File: config.mk
export PLATFORM = sky130hd
export DESIGN_NAME = link_nonce_handshake
export DESIGN_NICKNAME = d
export VERILOG_FILES = /design/src/design/lnh_pkg.sv /design/src/design/lnh_core.sv /design/src/design/lnh_tx.sv /design/src/design/link_nonce_handshake.sv
export SDC_FILE = /design/constraint.sdc
export NUM_CORES = 1
export LEC_CHECK = 0
export ABC_AREA = 1
export BUFFER_PORTS_ARGS = -buffer_cell sky130_fd_sc_hd__buf_4
export CORE_MARGIN = 2
export CORE_UTILIZATION = 40
export DETAILED_ROUTE_END_ITERATION = 8
export PLACE_DENSITY = 0.65
export SLEW_MARGIN = 20
export SYNTH_ARGS = -nofsm -noshare
export SYNTH_HDL_FRONTEND = slang
export SYNTH_SLANG_ARGS = --single-unit
File: constraint.sdc
create_clock -name clk -period 8 [get_ports clk]
set_input_delay 2 -clock clk [delete_from_list [all_inputs] [get_ports clk]]
set_output_delay 2 -clock clk [all_outputs]
set_load 0.02 [all_outputs]
File: src/design/lnh_pkg.sv
// ----------------------------------------------------------------------------
// lnh_pkg
// Shared types and constants for the link nonce handshake.
// ----------------------------------------------------------------------------
package lnh_pkg;

    localparam logic [7:0] SYNC0   = 8'h4D;
    localparam logic [7:0] SYNC1   = 8'h4C;
    localparam logic [7:0] T_HELLO = 8'h01;
    localparam logic [7:0] T_END   = 8'hFF;

    localparam logic [31:0] LCG_MUL = 32'd1664525;
    localparam logic [31:0] LCG_INC = 32'd1013904223;

    localparam logic [1:0] REQ_START = 2'd0;
    localparam logic [1:0] REQ_BYTE  = 2'd1;
    localparam logic [1:0] REQ_TICK  = 2'd2;

    localparam logic [1:0] ST_HANDSHAKE = 2'd0;
    localparam logic [1:0] ST_CONNECTED = 2'd1;
    localparam logic [1:0] ST_MISMATCH  = 2'd2;

    localparam logic       REG_GAME_ID      = 1'b0;
    localparam logic       REG_HELLO_PERIOD = 1'b1;

    localparam logic [15:0] HELLO_PERIOD_RESET = 16'd400;

    typedef logic [1:0] burst_kind_t;
    localparam burst_kind_t BURST_NONE  = 2'd0;
    localparam burst_kind_t BURST_HELLO = 2'd1;
    localparam burst_kind_t BURST_END   = 2'd2;

    localparam logic [3:0] HELLO_LEN = 4'd9;
    localparam logic [3:0] END_LEN   = 4'd3;

    typedef struct packed {
        burst_kind_t kind;
        logic [15:0] nonce;
        logic [1:0]  status;
        logic        is_host;
    } burst_t;

endpackage

File: src/design/lnh_core.sv
// ----------------------------------------------------------------------------
// lnh_core
// Handshake state, nonce generator and receive framer; one transaction per
// load, producing the burst descriptor of the bytes to send.
// ----------------------------------------------------------------------------
module lnh_core (
    input  logic           clk,
    input  logic           rst_n,
    input  logic           load,
    input  logic [1:0]     req_type,
    input  logic [7:0]     rx_byte,
    input  logic [31:0]    seed,
    input  logic [31:0]    game_id,
    input  logic [15:0]    hello_period,
    output lnh_pkg::burst_t burst_next
);
    import lnh_pkg::*;

    logic [31:0] rng_reg, rng_next;
    logic [15:0] nonce_reg, nonce_next;
    logic [3:0]  count_reg, count_next;
    logic [15:0] timer_reg, timer_next;
    logic        hello_sent_reg, hello_sent_next;
    logic        resolved_reg, resolved_next;
    logic        end_sent_reg, end_sent_next;
    logic        end_seen_reg, end_seen_next;
    logic        host_reg, host_next;
    logic        mismatch_reg, mismatch_next;
    logic [7:0]  fb_reg [2:8];

    logic [31:0] rng_src;
    logic [31:0] rng_drawn;
    logic        active;
    logic        fb_we;
    logic [7:0]  frame_type;
    logic [3:0]  want;
    logic [3:0]  count_inc;
    logic [31:0] peer_gid;
    logic [15:0] remote_nonce;
    logic [15:0] timer_dec;
    burst_kind_t kind;

    assign rng_src   = (req_type == REQ_START) ? (seed | 32'd1) : rng_reg;
    assign rng_drawn = rng_src * LCG_MUL + LCG_INC;
    assign active    = !mismatch_reg && !(resolved_reg && end_sent_reg && end_seen_reg);
    assign frame_type = (count_reg == 4'd2) ? rx_byte : fb_reg[2];
    assign want = (frame_type == T_HELLO) ? HELLO_LEN :
                  (frame_type == T_END)   ? END_LEN : 4'd0;
    assign count_inc    = count_reg + 4'd1;
    assign peer_gid     = {fb_reg[6], fb_reg[5], fb_reg[4], fb_reg[3]};
    assign remote_nonce = {rx_byte, fb_reg[7]};
    assign timer_dec    = (timer_reg != 16'd0) ? timer_reg - 16'd1 : timer_reg;

    always_comb
    begin
        rng_next        = rng_reg;
        nonce_next      = nonce_reg;
        count_next      = count_reg;
        timer_next      = timer_reg;
        hello_sent_next = hello_sent_reg;
        resolved_next   = resolved_reg;
        end_sent_next   = end_sent_reg;
        end_seen_next   = end_seen_reg;
        host_next       = host_reg;
        mismatch_next   = mismatch_reg;
        fb_we           = 1'b0;
        kind            = BURST_NONE;
        case (req_type)
            REQ_START:
            begin
                rng_next        = rng_drawn;
                nonce_next      = rng_drawn[23:8];
                count_next      = 4'd0;
                timer_next      = 16'd0;
                hello_sent_next = 1'b0;
                resolved_next   = 1'b0;
                end_sent_next   = 1'b0;
                end_seen_next   = 1'b0;
                host_next       = 1'b0;
                mismatch_next   = 1'b0;
            end
            REQ_BYTE:
            begin
                if (active)
                begin
                    if (count_reg == 4'd0)
                    begin
                        if (rx_byte == SYNC0)
                            count_next = 4'd1;
                    end
                    else if (count_reg == 4'd1)
                    begin
                        if (rx_byte == SYNC1)
                            count_next = 4'd2;
                        else
                            count_next = (rx_byte == SYNC0) ? 4'd1 : 4'd0;
                    end
                    else if (count_reg >= 4'd9)
                    begin
                        count_next = 4'd0;
                    end
                    else
                    begin
                        fb_we = 1'b1;
                        if (want == 4'd0)
                            count_next = 4'd0;
                        else if (count_inc < want)
                            count_next = count_inc;
                        else
                        begin
                            count_next = 4'd0;
                            if (frame_type == T_HELLO)
                            begin
                                if (peer_gid != game_id)
                                    mismatch_next = 1'b1;
                                else
                                begin
                                    if (!resolved_reg)
                                    begin
                                        if (remote_nonce == nonce_reg)
                                        begin
                                            rng_next        = rng_drawn;
                                            nonce_next      = rng_drawn[23:8];
                                            hello_sent_next = 1'b0;
                                        end
                                        else
                                        begin
                                            resolved_next = 1'b1;
                                            host_next     = nonce_reg > remote_nonce;
                                        end
                                    end
                                    if (resolved_next && !end_sent_reg)
                                    begin
                                        kind          = BURST_END;
                                        end_sent_next = 1'b1;
                                    end
                                end
                            end
                            else
                                end_seen_next = 1'b1;
                        end
                    end
                end
            end
            REQ_TICK:
            begin
                if (active)
                begin
                    timer_next = timer_dec;
                    if (!resolved_reg && (!hello_sent_reg || timer_dec == 16'd0))
                    begin
                        kind            = BURST_HELLO;
                        hello_sent_next = 1'b1;
                        timer_next      = hello_period;
                    end
                    if (resolved_reg && !end_sent_reg)
                    begin
                        kind          = BURST_END;
                        end_sent_next = 1'b1;
                    end
                end
            end
            default:
            begin
                kind = BURST_NONE;
            end
        endcase
    end

    always_comb
    begin
        burst_next.kind  = kind;
        burst_next.nonce = nonce_reg;
        if (mismatch_next)
            burst_next.status = ST_MISMATCH;
        else if (resolved_next && end_sent_next && end_seen_next)
            burst_next.status = ST_CONNECTED;
        else
            burst_next.status = ST_HANDSHAKE;
        burst_next.is_host = (burst_next.status == ST_CONNECTED) && host_next;
    end

    always_ff @(posedge clk or negedge rst_n)
    begin
        if (!rst_n)
        begin
            rng_reg        <= '0;
            nonce_reg      <= '0;
            count_reg      <= '0;
            timer_reg      <= '0;
            hello_sent_reg <= 1'b0;
            resolved_reg   <= 1'b0;
            end_sent_reg   <= 1'b0;
            end_seen_reg   <= 1'b0;
            host_reg       <= 1'b0;
            mismatch_reg   <= 1'b0;
        end
        else if (load)
        begin
            rng_reg        <= rng_next;
            nonce_reg      <= nonce_next;
            count_reg      <= count_next;
            timer_reg      <= timer_next;
            hello_sent_reg <= hello_sent_next;
            resolved_reg   <= resolved_next;
            end_sent_reg   <= end_sent_next;
            end_seen_reg   <= end_seen_next;
            host_reg       <= host_next;
            mismatch_reg   <= mismatch_next;
        end
    end

    always_ff @(posedge clk)
    begin
        if (load && fb_we)
            fb_reg[count_reg] <= rx_byte;
    end

endmodule

File: src/design/lnh_tx.sv
// ----------------------------------------------------------------------------
// lnh_tx
// Result register and byte sequencer: walks a HELLO, END or idle burst one
// result transaction per cycle while result_stall is low.
// ----------------------------------------------------------------------------
module lnh_tx (
    input  logic           clk,
    input  logic           rst_n,
    input  logic           load,
    input  lnh_pkg::burst_t burst_in,
    input  logic [31:0]    game_id,
    input  logic           result_stall,
    output logic           result_valid,
    output logic           free,
    output logic           tx_valid,
    output logic [7:0]     tx_byte,
    output logic [1:0]     status,
    output logic           is_host,
    output logic           last
);
    import lnh_pkg::*;

    logic        busy_reg, busy_next;
    logic [3:0]  idx_reg, idx_next;
    burst_t      burst_reg;
    logic [3:0]  len;
    logic        take;

    assign len  = (burst_reg.kind == BURST_HELLO) ? HELLO_LEN :
                  (burst_reg.kind == BURST_END)   ? END_LEN : 4'd1;
    assign last = (idx_reg == len - 4'd1);
    assign take = busy_reg && !result_stall;
    assign free = !busy_reg || (take && last);

    assign result_valid = busy_reg;
    assign tx_valid     = (burst_reg.kind != BURST_NONE);
    assign status       = burst_reg.status;
    assign is_host      = burst_reg.is_host;

    always_comb
    begin
        case (idx_reg)
            4'd0:    tx_byte = SYNC0;
            4'd1:    tx_byte = SYNC1;
            4'd2:    tx_byte = (burst_reg.kind == BURST_HELLO) ? T_HELLO : T_END;
            4'd3:    tx_byte = game_id[7:0];
            4'd4:    tx_byte = game_id[15:8];
            4'd5:    tx_byte = game_id[23:16];
            4'd6:    tx_byte = game_id[31:24];
            4'd7:    tx_byte = burst_reg.nonce[7:0];
            4'd8:    tx_byte = burst_reg.nonce[15:8];
            default: tx_byte = 8'h00;
        endcase
        if (burst_reg.kind == BURST_NONE)
            tx_byte = 8'h00;
    end

    always_comb
    begin
        busy_next = busy_reg;
        idx_next  = idx_reg;
        if (take)
        begin
            if (last)
                busy_next = 1'b0;
            else
                idx_next = idx_reg + 4'd1;
        end
        if (load)
        begin
            busy_next = 1'b1;
            idx_next  = 4'd0;
        end
    end

    always_ff @(posedge clk or negedge rst_n)
    begin
        if (!rst_n)
        begin
            busy_reg <= 1'b0;
            idx_reg  <= '0;
        end
        else
        begin
            busy_reg <= busy_next;
            idx_reg  <= idx_next;
        end
    end

    always_ff @(posedge clk)
    begin
        if (load)
            burst_reg <= burst_in;
    end

endmodule

File: src/design/link_nonce_handshake.sv
// ----------------------------------------------------------------------------
// link_nonce_handshake
// Peer nonce handshake over a byte link: framer, HELLO/END sender, resolve.
// Inputs are registered in s1, then loaded into the result register when the
//   byte sequencer is free. A burst is one idle result, 3 END bytes or 9 HELLO
//   bytes, emitted one result per cycle while result_stall is low.
// Reset: rst_n clears all handshake state; hello_period resets to 400.
// ----------------------------------------------------------------------------
module link_nonce_handshake (
    input  logic        clk,
    input  logic        rst_n,
    input  logic        cfg_we,
    input  logic        cfg_index,
    input  logic [31:0] cfg_data,
    input  logic        item_valid,
    output logic        item_stall,
    input  logic [1:0]  req_type,
    input  logic [7:0]  rx_byte,
    input  logic [31:0] seed,
    output logic        result_valid,
    input  logic        result_stall,
    output logic        tx_valid,
    output logic [7:0]  tx_byte,
    output logic [1:0]  status,
    output logic        is_host,
    output logic        last
);
    import lnh_pkg::*;

    logic [31:0] game_id_reg;
    logic [15:0] period_reg;
    logic        s1_valid_reg, s1_valid_next;
    logic [1:0]  s1_req_reg;
    logic [7:0]  s1_byte_reg;
    logic [31:0] s1_seed_reg;
    logic        item_take;
    logic        advance;
    logic        tx_free;
    burst_t      burst_next;

    assign advance    = s1_valid_reg && tx_free;
    assign item_stall = s1_valid_reg && !tx_free;
    assign item_take  = item_valid && !item_stall;

    always_ff @(posedge clk or negedge rst_n)
    begin
        if (!rst_n)
        begin
            game_id_reg <= '0;
            period_reg  <= HELLO_PERIOD_RESET;
        end
        else if (cfg_we)
        begin
            case (cfg_index)
                REG_GAME_ID:      game_id_reg <= cfg_data;
                REG_HELLO_PERIOD: period_reg  <= cfg_data[15:0];
                default:          game_id_reg <= game_id_reg;
            endcase
        end
    end

    always_comb
    begin
        s1_valid_next = s1_valid_reg;
        if (advance)
            s1_valid_next = 1'b0;
        if (item_take)
            s1_valid_next = 1'b1;
    end

    always_ff @(posedge clk or negedge rst_n)
    begin
        if (!rst_n)
            s1_valid_reg <= 1'b0;
        else
            s1_valid_reg <= s1_valid_next;
    end

    always_ff @(posedge clk)
    begin
        if (item_take)
        begin
            s1_req_reg  <= req_type;
            s1_byte_reg <= rx_byte;
            s1_seed_reg <= seed;
        end
    end

    lnh_core u_core (
        .clk          (clk),
        .rst_n        (rst_n),
        .load         (advance),
        .req_type     (s1_req_reg),
        .rx_byte      (s1_byte_reg),
        .seed         (s1_seed_reg),
        .game_id      (game_id_reg),
        .hello_period (period_reg),
        .burst_next   (burst_next)
    );

    lnh_tx u_tx (
        .clk          (clk),
        .rst_n        (rst_n),
        .load         (advance),
        .burst_in     (burst_next),
        .game_id      (game_id_reg),
        .result_stall (result_stall),
        .result_valid (result_valid),
        .free         (tx_free),
        .tx_valid     (tx_valid),
        .tx_byte      (tx_byte),
        .status       (status),
        .is_host      (is_host),
        .last         (last)
    );

    // idle results carry a zero byte
    a_idle_byte: assert property (@(posedge clk) disable iff (!rst_n)
        result_valid && !tx_valid |-> tx_byte == 8'h00)
        else $error("idle result with nonzero byte");

    // host flag only reported once connected
    a_host_connected: assert property (@(posedge clk) disable iff (!rst_n)
        result_valid && is_host |-> status == ST_CONNECTED)
        else $error("is_host outside connected status");

    // a finished result ends the burst unless a new one is loaded
    a_burst_end: assert property (@(posedge clk) disable iff (!rst_n)
        result_valid && !result_stall && last && !s1_valid_reg |=> !result_valid)
        else $error("burst continued past last");

    // status stays put within one burst
    a_status_stable: assert property (@(posedge clk) disable iff (!rst_n)
        result_valid && !last |=> $stable(status))
        else $error("status changed inside a burst");

endmodule
==> results.txt <==
max incr delay on CP: 550 ps
most common cell in the netlist: nand2_1
postcts setup bufs: 0
Antenna Violating Nets Remaining: 0
total routed wirelength: 37,700 um
area share of the largest cell type after synthesis: 20.3%
CP max-delay cell: fa_1
cell mode on critical path: inv_1
CTS tree: yes
syn_nets: 2,017
die area: 39,300 um^2
Ys Warns: 0
crit path max fanout: 24
grt total ovfl: 0
CP required: 8440 ps
IO Pins: 95
ys async rst share: 50.5%
CTS sink cnt: 206
Mapped Area: 15,100 um^2
Clock Root Buffer: clkbuf_16
ANT cells: 0
worst setup margin: 1030 ps
initial DRC count: 590
total global routing track utilization: 19.9%
actual slew at the worst max-slew pin: 1010 ps
RD Place Congestion: 0.954
CTS clk-pin slew, worst paths: 60 ps
Initial Util: 40.3%
wire length on met2: 18,200 um
# nets final: 2,105
1st-pass router iterations: 5
Cell variety after synth: 51
Post-Syn Instances: 1,720
Top FF cell, synth: edfxtp_1
setup TNS: 0 ps
Max Root-Sink Buffers: 3
Post-synth top cells: nand2_1 (362), inv_1 (334), ha_1 (143)
Crit Path Class: flop to flop
Worst setup SP type: flop
CTS Buf Count: 25
crit path DAT: 7420 ps
die width: 198 um
crit end category: flop
Slew Viols, Final: 0
Setup WS pre-CTS: 1050 ps
max reg flops: 48
Mapped Avg Cell Area: 8.77 um^2
Layout Skew: 20.9 ps
Core Area: 37,400 um^2
Hold Path Class: flop to flop
DR top layer: met4
CTS H-tree lvls: 1
row count: 71
MaxCap Viol Count: 0
final setup fails: 0
final hold violations: 0
Slew HR: 31.9%
DR vias: 11,295
area grow syn2layout: 13.6%
DRC viols: 0
Final HPWL DP: 29,800 um
top post-synthesis cells by area: edfxtp_1 (20%), dfrtp_1 (17%), ha_1 (12%)
fin crit share: 87.2%
register area share after synthesis: 37.6%
post-CTS resize count: 0
vias in the first global route: 11,545
post-synthesis register bit count: 206
Synth area leader: edfxtp_1
crit path time final: 6970 ps
drt wl/cell: 16.1 um
port bufs: 85
Die Ht: 198 um
first-pass GRT wire length: 60,800 um
largest net degree at the start of global routing: 70
met3 WL: 1660 um
fmax: 143 MHz
status: finished, final reports clean
worst skew pair latency: 560 ps
RSZ-0062 raised after global routing: false
initial antenna violation count: 0
post-DR vias/cell: 4.83
CTS Hold Bufs: 0
M1 wire length: 16,600 um
EDFF count, synth: 102
share of layout cells above drive strength 1: 11.6%
WHS: 480 ps
[per-stage QoR]
step	utilization, %	instance area [um^2]	cells
4_1_cts	45.8	17100	2338
5_1_grt	45.8	17100	2338
6_report	45.8	17100	2338
2_1_floorplan	-	15100	1720
3_5_place_dp	43.4	16200	2292
3_3_place_gp	43.4	16200	2292
[routing by layer]
metal / vias to the layer above / track usage (%)
met4: 0 / 6.02
met1: 5313 / 25.7
met2: 239 / 34.6
met5: - / 0
li1: 5673 / -
met3: 70 / 2.62
[kinds of logic (layout without fill, tap and decap cells)]
logic type / count (synthesis) / after routing / share of synthesized area [%]
compound gates: 237 / 237 / 9.43
simple gates: 612 / 612 / 17.2
flops: 206 / 206 / 37.6
fa+ha+maj: 217 / 217 / 21.7
buf+inv: 376 / 483 / 9.77
xor+xnor: 64 / 64 / 3.72
mux: 8 / 8 / 0.597
[final timing paths]
check                                  start  slack (ps)              endpoint  depth (start not counted)
setup / recovery               s1_req_reg[0]        1030    u_core.rng_reg[23]                         30
hold / removal             u_core.rng_reg[2]         480     u_core.rng_reg[2]                          2
setup reg to reg               s1_req_reg[0]        1030    u_core.rng_reg[23]                         30
hold reg to reg            u_core.rng_reg[2]         480     u_core.rng_reg[2]                          2
max in group asynchronous              rst_n        5270  u_core.nonce_reg[14]                          2
min in group asynchronous              rst_n        1410       game_id_reg[18]                          1
[worst max-delay path, delay by kind of cell, from the launching register on]
family | cells | cell delay (ps)
AND/OR/NAND/NOR | 9 | 1120
flip-flops | 1 | 410
buffers and inverters | 10 | 1330
adder cells (fa/ha/maj) | 9 | 3740
AO/OA/AOI/OAI | 2 | 220
[final cells by class]
| cell class | count | area, um^2 |
|---|---|---|
| inverters | 343 | 1290 |
| fillers | 3621 | 20300 |
| multi-input cells | 1138 | 7960 |
| well taps | 511 | 639 |
| flip-flops and latches | 206 | 5670 |
| clock inverters | 10 | 124 |
| clock buffers | 36 | 741 |
| repair buffers | 94 | 706 |
[layout by cell type (no fill, tap or decap), types with 3 or more instances in the layout]
master     instances
or2_2             10
inv_1            334
o211ai_1          21
o21ai_1           23
o21ai_0           80
buf_4             94
nor4_1             3
xor2_1            23
clkbuf_1           7
mux2_2             8
dfstp_2            3
xnor2_1           41
o21ai_2           21
clkinv_2           4
dfrtp_1          101
and3_1             3
fa_1              74
a21o_1             4
inv_2              6
a22o_1             3
a31oi_1            6
nand3_1           63
nor2_1           114
ha_1             143
o22ai_1            4
nand2_1          362
clkinv_1           3
nor3_1            11
a21oi_1           56
nand2_4            4
nand4_1           13
nand2_2           18
a221oi_1           9
clkbuf_16         28
edfxtp_1         102
Power is not shown: default switching activity piles up to over one toggle a cycle in this logic, so the estimate is an artifact.
